$ cat src/rtl/sfrp_pkg.sv
// Shared types and constants for the sensor-hub frame report parser.
// No dependencies; imported by every module under rtl/.

package sfrp_pkg;

    localparam int RX_BUFFER_BYTES = 256;
    localparam int COUNTER_BITS    = 16;
    localparam int POS_BITS        = $clog2(RX_BUFFER_BYTES + 1);

    localparam int HDR_BYTES   = 4;
    localparam int TS_SKIP     = 5;
    localparam int ROT_BYTES   = 14;
    localparam int NUM_FIELDS  = 5;
    localparam logic [7:0] TS_MARK = 8'hFB;

    localparam int CFG_INDEX_BITS = 3;
    localparam logic [CFG_INDEX_BITS-1:0] CFG_CONTROL_CH    = 3'd0;
    localparam logic [CFG_INDEX_BITS-1:0] CFG_EXECUTABLE_CH = 3'd1;
    localparam logic [CFG_INDEX_BITS-1:0] CFG_REPORT_CH     = 3'd2;
    localparam logic [CFG_INDEX_BITS-1:0] CFG_PRODUCT_ID    = 3'd3;
    localparam logic [CFG_INDEX_BITS-1:0] CFG_RESET_DONE    = 3'd4;
    localparam logic [CFG_INDEX_BITS-1:0] CFG_ROTATION_ID   = 3'd5;

    localparam int OUT_DATA_BITS = 144;

    typedef enum logic [2:0] {
        EV_IGNORED    = 3'd0,
        EV_MALFORMED  = 3'd1,
        EV_FRAGMENT   = 3'd2,
        EV_PRODUCT_ID = 3'd3,
        EV_RESET_DONE = 3'd4,
        EV_ROTATION   = 3'd5,
        EV_OTHER      = 3'd6
    } event_t;

    typedef struct packed {
        logic [7:0] control_channel;
        logic [7:0] executable_channel;
        logic [7:0] report_channel;
        logic [7:0] product_id_code;
        logic [7:0] reset_done_code;
        logic [7:0] rotation_report_id;
    } cfg_t;

    typedef struct packed {
        logic [15:0]                  length_word;
        logic [7:0]                   channel;
        logic [7:0]                   first_payload;
        logic [7:0]                   report_id;
        logic [1:0]                   status;
        logic [NUM_FIELDS-1:0][15:0]  fields;
    } frame_t;

    typedef struct packed {
        event_t                       event_res;
        logic [7:0]                   channel;
        logic [14:0]                  frame_length;
        logic                         continuation;
        logic [1:0]                   accuracy_status;
        logic [NUM_FIELDS-1:0][15:0]  fields;
        logic [15:0]                  malformed_total;
        logic [15:0]                  frame_total;
    } result_t;

endpackage

$ cat src/rtl/shtp_frame_report_parser.sv
// Sensor-hub transport frame parser, top level: stream ports, config registers, beat registers.
// Depends on sfrp_pkg, sfrp_frame_capture, sfrp_classify.
//
// Usage:
//   s_* carries the bytes of one read transaction, one byte per beat; s_tlast marks
//   the transaction's final byte. Only that final beat yields a result beat on m_*,
//   with the frame class in m_tuser and header fields, published rotation data and
//   saturating counters in m_tdata.
//   cfg_we/cfg_index/cfg_data write the channel and code registers; write only while
//   no transaction is in flight. Indexes past the register list are ignored.
// Timing:
//   A byte beat is held in an input register, from which it is captured and, if
//   it closes the transaction, classified into the result register. The result beat
//   is valid once the last byte has moved from the input register into the result
//   register. One byte per cycle is sustained; the only limit is a result beat still
//   waiting on m_tready when another last byte reaches the classifier.
// Reset:
//   rst_n clears all frame state, published data, counters and the fragment flag,
//   and loads the register defaults (channels 2/1/3, codes 248/1, report id 5).
// Stall:
//   While m_tready is low a waiting result holds; non-final bytes keep flowing and a
//   final byte waits in the input register, which then deasserts s_tready.

module shtp_frame_report_parser
    import sfrp_pkg::*;
(
    input  logic                      clk,
    input  logic                      rst_n,
    input  logic                      s_tvalid,
    output logic                      s_tready,
    input  logic [7:0]                s_tdata,   // [7:0] data_byte
    input  logic                      s_tlast,   // last_byte
    output logic                      m_tvalid,
    input  logic                      m_tready,
    // [7:0] channel, [22:8] frame_length, [23] continuation, [25:24] accuracy_status,
    // [41:26] quat_i, [57:42] quat_j, [73:58] quat_k, [89:74] quat_real,
    // [105:90] heading_accuracy, [121:106] malformed_total, [137:122] frame_total,
    // [143:138] zero
    output logic [OUT_DATA_BITS-1:0]  m_tdata,
    output logic [2:0]                m_tuser,   // [2:0] event_res
    input  logic                      cfg_we,
    input  logic [CFG_INDEX_BITS-1:0] cfg_index,
    input  logic [7:0]                cfg_data
);

    cfg_t       cfg_reg;
    logic       in_valid_reg;
    logic [7:0] in_byte_reg;
    logic       in_last_reg;
    logic       out_valid_reg;
    result_t    out_reg;
    logic       fire;
    logic       commit;
    frame_t     frame_next;
    result_t    result;

    assign fire     = in_valid_reg && (!in_last_reg || !out_valid_reg || m_tready);
    assign commit   = fire && in_last_reg;
    assign s_tready = !in_valid_reg || fire;

    always_ff @(posedge clk or negedge rst_n)
    begin
        if (!rst_n)
        begin
            cfg_reg.control_channel    <= 8'd2;
            cfg_reg.executable_channel <= 8'd1;
            cfg_reg.report_channel     <= 8'd3;
            cfg_reg.product_id_code    <= 8'd248;
            cfg_reg.reset_done_code    <= 8'd1;
            cfg_reg.rotation_report_id <= 8'd5;
        end
        else if (cfg_we)
        begin
            case (cfg_index)
                CFG_CONTROL_CH:    cfg_reg.control_channel    <= cfg_data;
                CFG_EXECUTABLE_CH: cfg_reg.executable_channel <= cfg_data;
                CFG_REPORT_CH:     cfg_reg.report_channel     <= cfg_data;
                CFG_PRODUCT_ID:    cfg_reg.product_id_code    <= cfg_data;
                CFG_RESET_DONE:    cfg_reg.reset_done_code    <= cfg_data;
                CFG_ROTATION_ID:   cfg_reg.rotation_report_id <= cfg_data;
                default: ;
            endcase
        end
    end

    // input beat register
    always_ff @(posedge clk or negedge rst_n)
    begin
        if (!rst_n)
            in_valid_reg <= 1'b0;
        else if (s_tready)
            in_valid_reg <= s_tvalid;
    end

    always_ff @(posedge clk)
    begin
        if (s_tready && s_tvalid)
        begin
            in_byte_reg <= s_tdata;
            in_last_reg <= s_tlast;
        end
    end

    sfrp_frame_capture u_capture (
        .clk        (clk),
        .rst_n      (rst_n),
        .fire       (fire),
        .data_byte  (in_byte_reg),
        .last_byte  (in_last_reg),
        .frame_next (frame_next)
    );

    sfrp_classify u_classify (
        .clk    (clk),
        .rst_n  (rst_n),
        .commit (commit),
        .frame  (frame_next),
        .cfg    (cfg_reg),
        .result (result)
    );

    // result beat register
    always_ff @(posedge clk or negedge rst_n)
    begin
        if (!rst_n)
            out_valid_reg <= 1'b0;
        else if (commit)
            out_valid_reg <= 1'b1;
        else if (m_tready)
            out_valid_reg <= 1'b0;
    end

    always_ff @(posedge clk)
    begin
        if (commit)
            out_reg <= result;
    end

    assign m_tvalid = out_valid_reg;
    assign m_tuser  = out_reg.event_res;
    assign m_tdata  = {6'd0,
                       out_reg.frame_total,
                       out_reg.malformed_total,
                       out_reg.fields,
                       out_reg.accuracy_status,
                       out_reg.continuation,
                       out_reg.frame_length,
                       out_reg.channel};

endmodule

$ cat src/rtl/sfrp_frame_capture.sv
// Per-transaction byte capture: header, first payload byte and rotation report fields.
// Depends on sfrp_pkg.

module sfrp_frame_capture
    import sfrp_pkg::*;
(
    input  logic       clk,
    input  logic       rst_n,
    input  logic       fire,
    input  logic [7:0] data_byte,
    input  logic       last_byte,
    output frame_t     frame_next
);

    logic [POS_BITS-1:0] pos_reg;
    logic [POS_BITS-1:0] pos_next;
    frame_t              frame_reg;
    logic [POS_BITS-1:0] off;
    logic [POS_BITS-1:0] rel;
    logic                in_buf;

    assign in_buf = pos_reg < POS_BITS'(RX_BUFFER_BYTES);

    always_comb
    begin
        frame_next = frame_reg;
        off        = POS_BITS'(HDR_BYTES);
        rel        = '0;
        if (in_buf)
        begin
            case (pos_reg)
                POS_BITS'(0): frame_next.length_word[7:0]  = data_byte;
                POS_BITS'(1): frame_next.length_word[15:8] = data_byte;
                POS_BITS'(2): frame_next.channel           = data_byte;
                POS_BITS'(4): frame_next.first_payload     = data_byte;
                default: ;
            endcase
            if (frame_next.first_payload == TS_MARK)
                off = POS_BITS'(HDR_BYTES + TS_SKIP);
            if (pos_reg >= off)
            begin
                rel = pos_reg - off;
                if (rel == POS_BITS'(0))
                    frame_next.report_id = data_byte;
                if (rel == POS_BITS'(2))
                    frame_next.status = data_byte[1:0];
                for (int i = 0; i < NUM_FIELDS; i++)
                begin
                    if (rel == POS_BITS'(4 + 2 * i))
                        frame_next.fields[i][7:0] = data_byte;
                    if (rel == POS_BITS'(5 + 2 * i))
                        frame_next.fields[i][15:8] = data_byte;
                end
            end
        end
    end

    assign pos_next = in_buf ? pos_reg + POS_BITS'(1) : pos_reg;

    always_ff @(posedge clk or negedge rst_n)
    begin
        if (!rst_n)
        begin
            pos_reg   <= '0;
            frame_reg <= '0;
        end
        else if (fire)
        begin
            if (last_byte)
            begin
                pos_reg   <= '0;
                frame_reg <= '0;
            end
            else
            begin
                pos_reg   <= pos_next;
                frame_reg <= frame_next;
            end
        end
    end

endmodule

$ cat src/rtl/sfrp_classify.sv
// End-of-transaction classification, published rotation data, fragment flag, counters.
// Depends on sfrp_pkg.

module sfrp_classify
    import sfrp_pkg::*;
(
    input  logic    clk,
    input  logic    rst_n,
    input  logic    commit,
    input  frame_t  frame,
    input  cfg_t    cfg,
    output result_t result
);

    logic                        discarding_reg;
    logic                        discarding_next;
    logic [COUNTER_BITS-1:0]     malformed_reg;
    logic [COUNTER_BITS-1:0]     malformed_next;
    logic [COUNTER_BITS-1:0]     frames_reg;
    logic [COUNTER_BITS-1:0]     frames_next;
    logic [1:0]                  pub_status_reg;
    logic [1:0]                  pub_status_next;
    logic [NUM_FIELDS-1:0][15:0] pub_fields_reg;
    logic [NUM_FIELDS-1:0][15:0] pub_fields_next;

    logic [14:0] len;
    logic        cont;
    logic [4:0]  off;
    logic [4:0]  rot_end;
    event_t      ev;

    function automatic logic [COUNTER_BITS-1:0] sat_inc(input logic [COUNTER_BITS-1:0] v);
        return (&v) ? v : v + COUNTER_BITS'(1);
    endfunction

    assign len     = frame.length_word[14:0];
    assign cont    = frame.length_word[15];
    assign off     = (frame.first_payload == TS_MARK) ? 5'(HDR_BYTES + TS_SKIP) : 5'(HDR_BYTES);
    assign rot_end = off + 5'(ROT_BYTES);

    always_comb
    begin
        discarding_next = discarding_reg;
        malformed_next  = malformed_reg;
        frames_next     = frames_reg;
        pub_status_next = pub_status_reg;
        pub_fields_next = pub_fields_reg;
        ev              = EV_OTHER;
        if (len < 15'(HDR_BYTES) || len > 15'(RX_BUFFER_BYTES))
        begin
            malformed_next = sat_inc(malformed_reg);
            ev             = EV_MALFORMED;
        end
        else
        begin
            frames_next = sat_inc(frames_reg);
            if (discarding_reg || cont)
            begin
                discarding_next = cont;
                ev              = EV_FRAGMENT;
            end
            else if (len == 15'(HDR_BYTES))
                ev = EV_IGNORED;
            else if (frame.channel == cfg.control_channel &&
                     frame.first_payload == cfg.product_id_code)
                ev = EV_PRODUCT_ID;
            else if (frame.channel == cfg.executable_channel &&
                     frame.first_payload == cfg.reset_done_code)
                ev = EV_RESET_DONE;
            else if (frame.channel == cfg.report_channel &&
                     15'(off) < len && frame.report_id == cfg.rotation_report_id)
            begin
                if (len < 15'(rot_end))
                begin
                    malformed_next = sat_inc(malformed_reg);
                    ev             = EV_MALFORMED;
                end
                else
                begin
                    pub_status_next = frame.status;
                    pub_fields_next = frame.fields;
                    ev              = EV_ROTATION;
                end
            end
        end
    end

    always_comb
    begin
        result.event_res       = ev;
        result.channel         = frame.channel;
        result.frame_length    = len;
        result.continuation    = cont;
        result.accuracy_status = pub_status_next;
        result.fields          = pub_fields_next;
        result.malformed_total = 16'(malformed_next);
        result.frame_total     = 16'(frames_next);
    end

    always_ff @(posedge clk or negedge rst_n)
    begin
        if (!rst_n)
        begin
            discarding_reg <= 1'b0;
            malformed_reg  <= '0;
            frames_reg     <= '0;
            pub_status_reg <= '0;
            pub_fields_reg <= '0;
        end
        else if (commit)
        begin
            discarding_reg <= discarding_next;
            malformed_reg  <= malformed_next;
            frames_reg     <= frames_next;
            pub_status_reg <= pub_status_next;
            pub_fields_reg <= pub_fields_next;
        end
    end

endmodule
$ cat config.mk
export PLATFORM = sky130hd
export DESIGN_NAME = shtp_frame_report_parser
export DESIGN_NICKNAME = d
export VERILOG_FILES = /design/src/rtl/sfrp_pkg.sv /design/src/rtl/shtp_frame_report_parser.sv /design/src/rtl/sfrp_frame_capture.sv /design/src/rtl/sfrp_classify.sv
export SDC_FILE = /design/constraint.sdc
export NUM_CORES = 1
export LEC_CHECK = 0
export ABC_CLOCK_PERIOD_IN_PS = 6150
export BUFFER_PORTS_ARGS = -buffer_cell sky130_fd_sc_hd__buf_4
export CAP_MARGIN = 20
export CELL_PAD_IN_SITES_DETAIL_PLACEMENT = 1
export CELL_PAD_IN_SITES_GLOBAL_PLACEMENT = 1
export CORE_ASPECT_RATIO = 1.1
export CORE_UTILIZATION = 35
export CTS_CLUSTER_DIAMETER = 200
export DETAILED_ROUTE_END_ITERATION = 8
export GPL_TIMING_DRIVEN = 1
export PLACE_DENSITY_LB_ADDON = 0.1
export SLEW_MARGIN = 20
export SYNTH_ARGS = -nofsm -noshare
export SYNTH_HDL_FRONTEND = slang
export SYNTH_SLANG_ARGS = --single-unit
$ cat constraint.sdc
create_clock -name clk -period 6.15 [get_ports clk]
set_input_delay 1.23 -clock clk [delete_from_list [all_inputs] [get_ports clk]]
set_output_delay 1.23 -clock clk [all_outputs]
set_load 0.01 [all_outputs]
==> results.json, run 1 <==
{
  "outcome": "finished, final reports clean",
  "num_vias": 15500,
  "vias_in_the_first_global_route": 16200,
  "cellPowerDensity_nw_per_um2": 310,
  "cts_setup_buffers": 0,
  "fp.coreArea_um2": 58800,
  "timing.hold.worst_endpoint": "u_capture.frame_reg[46]",
  "timing.rr.end": "u_classify.pub_fields_reg[53]",
  "cts_max_level": 2,
  "netlist-cell-type-count": 78,
  "maxCapViolations": 0,
  "grt_setup_unrepaired": "false",
  "number_of_synthesis_warnings": 0,
  "drt_iter0_markers": 803,
  "worst-r2r-cell-count": 19,
  "floorplan.die.width_um": 235,
  "cts_sinks": 446,
  "grt-ovfl-total": 0,
  "post_synth_main_area_contributors": "dfrtp_1, edfxtp_1, o21ai_0",
  "worstMarginPinSlew_ns": 1.03,
  "crit_chain": "inv_1 -> ha_1 -> nor4bb_1 -> nand2_2 -> a21oi_2 -> inv_1 -> ha_1 -> nor3b_1 -> nor4bb_1 -> o32ai_1 -> a2111oi_1 -> buf_4 -> mux2i_1 -> nand4_1 -> buf_4 -> or4_4 -> nand2b_4 -> buf_12 -> o21ai_1",
  "placed_area_um2": 22800,
  "finalWeightedCongestion": 0.829,
  "clock_latency_ns": 0.59,
  "netlist.area_leader.share_pct": 34.1,
  "fmax_ghz": 0.174,
  "timing.rr.start": "u_capture.pos_reg[0]",
  "timing.clock.skew_ns": 0.0240,
  "grt_max_degree": 149,
  "crit_type": "reg2reg",
  "cts.clk_slew.worst_paths_ns": 0.06,
  "synthesis.area_per_instance_um2": 10.8,
  "setup_violations": 0,
  "cts_hold_buffers": 0,
  "floorplan.die_area_um2": 60600,
  "min_from": "u_capture.frame_reg[46]",
  "worst_ep_required_time_ns": 6.65,
  "areaGrowthSynthToFinish_pct": 17.5,
  "post-route-cell-area_um2": 24500,
  "timing_max_transition_violations_final": 0,
  "placement_rows": 93,
  "arrival_time_reported_for_the_critical_path_endpoint_ns": 6.25,
  "synth-edff-count": 150,
  "number_of_antenna_violations_at_the_first_check_in_global_routing": 1,
  "setup_tns_ns": 0,
  "endpoint_class_of_the_critical_path": "flop",
  "cts_tree": "yes",
  "antenna_violating_nets_post_route": 0,
  "cts.root.buffer_cell": "clkbuf_16",
  "cts_max_path_buffers": 3,
  "initial_core_utilization_pct": 35.5,
  "worstHoldPathCells": 2,
  "hpwl_um": 41600,
  "largest_register_ff_count": 138,
  "synth_largest_area_cell": "dfrtp_1",
  "regToRegSetupSlack_ns": 0.39,
  "flip_flop_and_latch_count_after_synthesis": 446,
  "initial_drt_pass_iterations": 5,
  "remaining_drc_errors": 0,
  "min_path_type": "reg2reg",
  "chipHeight_um": 258,
  "wl_per_cell_um": 22.1,
  "vdd.ir_drop.worst_mv": 0.188,
  "ctsResizeCount": 0,
  "timing_hold_violations_final": 0,
  "wl_um": 63300,
  "final_min_period_over_clock_period_pct": 93.6,
  "grt_pass1_wl_um": 98900,
  "layout-drive-gt1-share_pct": 18.6,
  "synth_seq_area_share_pct": 57.2,
  "io_port_bufs": 167,
  "timing.final.crit_period_ns": 5.76,
  "grt_usage_pct": 21.0,
  "cp_slowest_cell": "or4_4",
  "num_io_pins": 174,
  "critPathMaxFanout": 63,
  "worst_slew_margin_rel_pct": 30.9,
  "synthCells": 1934,
  "design.final.nets": 2100,
  "number_of_fill_cells": 6343,
  "cellLeakagePower_uw": 0.0100,
  "async_flop_share_pct": 66.4,
  "vias_per_cell": 5.43,
  "timing.critical_path.slowest_cell_delay_ns": 0.52,
  "synthesis.area_um2": 20900,
  "cts-buffers-inserted": 49,
  "ys_dominant_reg_cell": "dfrtp_1",
  "cp-start-kind": "flop"
}
metrics by stage:
| stage | hold slack, ns | util, % | cells | worst slack (ns) | power, uW |
|---|---|---|---|---|---|
| finish | 0.481 | 41.7 | 2863 | 0.395 | 7600 |
| global route | 0.504 | 41.7 | 2862 | 0.0480 | 7920 |
| CTS | 0.484 | 41.7 | 2862 | 0.262 | 7710 |
| detailed placement | 0.472 | 38.9 | 2771 | 0.287 | 4660 |
| global placement | 0.462 | 38.9 | 2771 | 0.570 | 4630 |
| floorplan | 0.449 | - | 1939 | 0.777 | 4180 |
critical path: cells and delay by family, from the launching register on:
family                   cells  cell delay (ns)
multiplexers                 1             0.24
buffers and inverters        5             0.94
AND/OR/NAND/NOR              7             2.37
AO/OA/AOI/OAI                4             1.04
flip-flops                   1             0.42
adder cells (fa/ha/maj)      2             0.60
final cells by class:
cell class                 instances  area, um2  area share [%]
clock inverter                    21        220           0.898
clock buffer                      70       1430            5.82
sequential                       446      11900            48.7
multi-input combinational       1306       8170            33.3
timing repair buffer             211       1630            6.65
antenna                            1       2.50          0.0102
inverter                          48        185           0.755
tap                              760        951            3.88
cell usage in the layout, fill, tap and decap left out, drive strengths merged, types with 18 or more instances in the layout:
cell type / count
buf: 211
o21ai: 363
a32o: 32
nand3: 52
nor2: 78
xor2: 34
edfxtp: 150
nand4: 27
mux2i: 70
nand2: 248
clkbuf: 70
inv: 48
nor3: 18
dfrtp: 284
a21oi: 47
xnor2: 62
mux2: 61
layer usage:
layer | up-vias | GRT usage (%) | share of wire, %
li1 | 7226 | - | -
met1 | 7981 | 27.3 | 45
met2 | 258 | 36.7 | 50
met3 | 82 | 2.89 | 3.1
met4 | 2 | 5.67 | 2.2
met5 | - | 0 | 0.021
how the worst max path moves through the flow:
stage,from,endpoint,cells past startpoint
final,u_capture.pos_reg[0],u_classify.pub_fields_reg[53],19
after global placement,u_capture.pos_reg[0],m_tdata[83],20
after floorplan,u_capture.pos_reg[1],m_tdata[100],21
after global routing,u_capture.pos_reg[0],u_classify.pub_fields_reg[19],19
after detailed placement,u_capture.pos_reg[0],u_classify.pub_fields_reg[53],20
after CTS,u_capture.pos_reg[0],u_classify.pub_fields_reg[53],20
report_power, final:
group	switching [uW]	total, uW	internal, uW	leakage (uW)
Sequential	181	3490	3310	0.00544
Clock	1230	3010	1780	0.000816
Combinational	675	1110	432	0.00376
synthesized netlist by cell type, types with 4 or more instances:
| library cell | count |
|---|---|
| o21ai_0 | 276 |
| and3_1 | 17 |
| nor2_1 | 77 |
| nor4_1 | 12 |
| mux2_2 | 61 |
| clkbuf_1 | 101 |
| xnor2_1 | 62 |
| dfstp_2 | 12 |
| xor2_1 | 34 |
| a222oi_1 | 5 |
| o21ai_1 | 87 |
| mux2i_1 | 70 |
| a21oi_1 | 47 |
| nor2b_1 | 9 |
| buf_6 | 11 |
| a221oi_1 | 4 |
| nand4b_1 | 10 |
| and4_1 | 6 |
| a31oi_1 | 6 |
| nor4bb_1 | 6 |
| edfxtp_1 | 150 |
| o211ai_1 | 4 |
| a22o_1 | 16 |
| nand2_1 | 246 |
| o22ai_1 | 6 |
| nand3_1 | 52 |
| or4_1 | 6 |
| nor3_1 | 18 |
| buf_2 | 16 |
| nor3b_1 | 4 |
| a21o_1 | 10 |
| buf_4 | 6 |
| inv_1 | 47 |
| nand4_1 | 27 |
| buf_1 | 5 |
| a2111oi_0 | 4 |
| and2_1 | 10 |
| ha_1 | 13 |
| dfrtp_1 | 284 |
| nand2b_1 | 10 |
| a32o_1 | 32 |
cell families (layout without fill, tap and decap cells):
| family | after synthesis | count (layout) | synth area share, % |
|---|---|---|---|
| compound gates | 524 | 524 | 14.7 |
| simple gates | 536 | 536 | 12.7 |
| fa+ha+maj | 13 | 13 | 0.780 |
| buf+inv | 187 | 350 | 3.96 |
| xor+xnor | 96 | 96 | 4.03 |
| flops | 446 | 446 | 57.2 |
| other cells | 1 | 7 | 0.0180 |
| mux | 131 | 131 | 6.65 |
No activity file was read; power rests on OpenSTA's default activity.
==> run 2, diff against run 1 <==
--- a/config.mk
+++ b/config.mk
@@ -11,11 +11,13 @@
 export CELL_PAD_IN_SITES_DETAIL_PLACEMENT = 1
 export CELL_PAD_IN_SITES_GLOBAL_PLACEMENT = 1
 export CORE_ASPECT_RATIO = 1.1
+export CORE_MARGIN = 2
 export CORE_UTILIZATION = 35
 export CTS_CLUSTER_DIAMETER = 200
 export DETAILED_ROUTE_END_ITERATION = 8
 export GPL_TIMING_DRIVEN = 1
 export PLACE_DENSITY_LB_ADDON = 0.1
+export REMOVE_ABC_BUFFERS = 1
 export SLEW_MARGIN = 20
 export SYNTH_ARGS = -nofsm -noshare
 export SYNTH_HDL_FRONTEND = slang
==> run 2 against run 1 <==
First-iteration DRC count rose by 6.1%. Critical path depth did not move. Utilization rose by 0.30 points. Routed wire length fell by 1.2%. Flip-flop and latch count did not move. Cell area rose by 0.72%. Critical endpoint is now m_tdata[71]. Highest routed layer is now met4.
==> results.json, run 2 (synthesized netlist as in run 1, its figures left out) <==
{
  "vdd.ir_drop.worst_mv": 0.191,
  "cp_slowest_cell": "or4_4",
  "clock_latency_ns": 0.61,
  "cp-start-kind": "flop",
  "layout-drive-gt1-share_pct": 18.9,
  "layout_common_cells": "dfrtp_1, o21ai_0, nand2_1, buf_4, edfxtp_1",
  "final_min_period_over_clock_period_pct": 92.8,
  "number_of_antenna_violations_at_the_first_check_in_global_routing": 0,
  "cts_max_level": 2,
  "worst_slew_margin_rel_pct": 33.3,
  "layout.cells.most_common": "dfrtp_1",
  "num_io_pins": 174,
  "worstHoldPathCells": 2,
  "setup_tns_ns": 0,
  "initial_core_utilization_pct": 35.5,
  "endpoint_class_of_the_critical_path": "flop",
  "io_port_bufs": 167,
  "worstMarginPinSlew_ns": 0.998,
  "grt_usage_pct": 20.0,
  "timing.clock.skew_ns": 0.0265,
  "vias_per_cell": 5.43,
  "crit_type": "reg2reg",
  "grt_max_degree": 165,
  "fin_total_pwr_uw": 7770,
  "cellLeakagePower_uw": 0.0101,
  "maxCapViolations": 0,
  "worst_ep_required_time_ns": 6.45,
  "setup_violations": 0,
  "cellPowerDensity_nw_per_um2": 315,
  "number_of_fill_cells": 6359,
  "arrival_time_reported_for_the_critical_path_endpoint_ns": 6.00,
  "placement_rows": 93,
  "wl_um": 62600,
  "worst-r2r-cell-count": 19,
  "min_path_type": "reg2reg",
  "timing_hold_violations_final": 0,
  "timing_max_transition_violations_final": 0,
  "num_vias": 15600,
  "timing.rr.start": "u_capture.pos_reg[0]",
  "initial_drt_pass_iterations": 5,
  "grt_pass1_wl_um": 96400,
  "drt_iter0_markers": 852,
  "wl_per_cell_um": 21.8,
  "outcome": "finished, final reports clean",
  "cts.root.buffer_cell": "clkbuf_16",
  "most_frequent_cell_on_the_critical_path": "ha_1",
  "crit_chain": "inv_1 -> ha_1 -> nor4bb_2 -> nand2_2 -> a21oi_2 -> inv_1 -> ha_1 -> ha_1 -> nor2b_1 -> o21ai_1 -> a211o_1 -> a2111oi_1 -> buf_4 -> mux2i_1 -> nand4_1 -> or4_4 -> buf_12 -> nand2_1 -> o21ai_0",
  "vias_in_the_first_global_route": 16100,
  "setup.worst_path.start": "u_capture.pos_reg[0]",
  "floorplan.die.width_um": 237,
  "antenna_violating_nets_post_route": 0,
  "grt-ovfl-total": 0,
  "finalWeightedCongestion": 0.805,
  "cts-buffers-inserted": 50,
  "regToRegSetupSlack_ns": 0.44,
  "floorplan.die_area_um2": 61600,
  "cts_sinks": 446,
  "min_from": "u_capture.frame_reg[65]",
  "grt_setup_unrepaired": "false",
  "largest_register_ff_count": 138,
  "cts_tree": "yes",
  "cts_max_path_buffers": 3,
  "areaGrowthSynthToFinish_pct": 18.3,
  "remaining_drc_errors": 0,
  "hold_ws_ns": 0.484,
  "fmax_ghz": 0.175,
  "fp.coreArea_um2": 58800,
  "hpwl_um": 40500,
  "cts_setup_buffers": 0,
  "cts.clk_slew.worst_paths_ns": 0.06,
  "chipHeight_um": 260,
  "timing.critical_path.slowest_cell_delay_ns": 0.67,
  "n_antenna_cell": 0,
  "critPathMaxFanout": 164,
  "timing.final.crit_period_ns": 5.71,
  "design.final.nets": 2107
}
[run 2: repair_timing]
item                       in CTS  in global routing
setup endpoints to repair       0                172
gates resized for setup         0                  6
hold buffers                    0                  0
[run 2: worst paths after layout]
check                                                to
min in group asynchronous  u_classify.pub_fields_reg[4]
min                             u_capture.frame_reg[65]
min reg2reg                     u_capture.frame_reg[65]
max in group asynchronous                   cfg_reg[29]
max                                         m_tdata[71]
max reg2reg                                 m_tdata[71]
[run 2: per-stage QoR]
stage / setup WS [ns] / instance area, um2 / cells / utilization (%)
3_3_place_gp: 0.508 / 22900 / 2775 / 39.0
3_5_place_dp: 0.314 / 22900 / 2775 / 39.0
6_report: 0.444 / 24700 / 2871 / 42.0
2_1_floorplan: -1.49 / 20200 / 1800 / -
4_1_cts: 0.286 / 24600 / 2869 / 41.9
5_1_grt: 0.0313 / 24700 / 2871 / 42.0
[run 2: routing by layer]
layer  vias up  GRT usage, %  part of all wire (%)
li1       7244             -                     -
met1      8015          26.6                    45
met2       262          34.3                    50
met3        70          2.46                   3.2
met4         0          5.82                   2.1
met5         -             0                     0
[run 2: worst max-delay path: cells and delay by family, from the launching register on]
kind | cells | cell delay (ns)
adders and majority gates | 3 | 0.88
AOI/OAI and AO/OA | 5 | 1.18
buffers and inverters | 4 | 0.70
muxes | 1 | 0.24
DFF | 1 | 0.41
and+or+nand+nor | 6 | 1.80
[run 2: report_power, final]
part	internal (uW)	total, uW	switching [uW]
Combinational	446	1110	668
Clock	1910	3170	1260
Sequential	3310	3480	178
Total	5660	7770	2110
[run 2: final cells by class]
type | instances | area [um2] | share of cell area, %
well taps | 760 | 951 | 3.85
multi-input cells | 1308 | 8190 | 33.2
flip-flops and latches | 446 | 11900 | 48.3
clock buffers | 71 | 1460 | 5.92
clock inverters | 23 | 285 | 1.16
repair buffers | 215 | 1680 | 6.82
inverters | 48 | 185 | 0.750
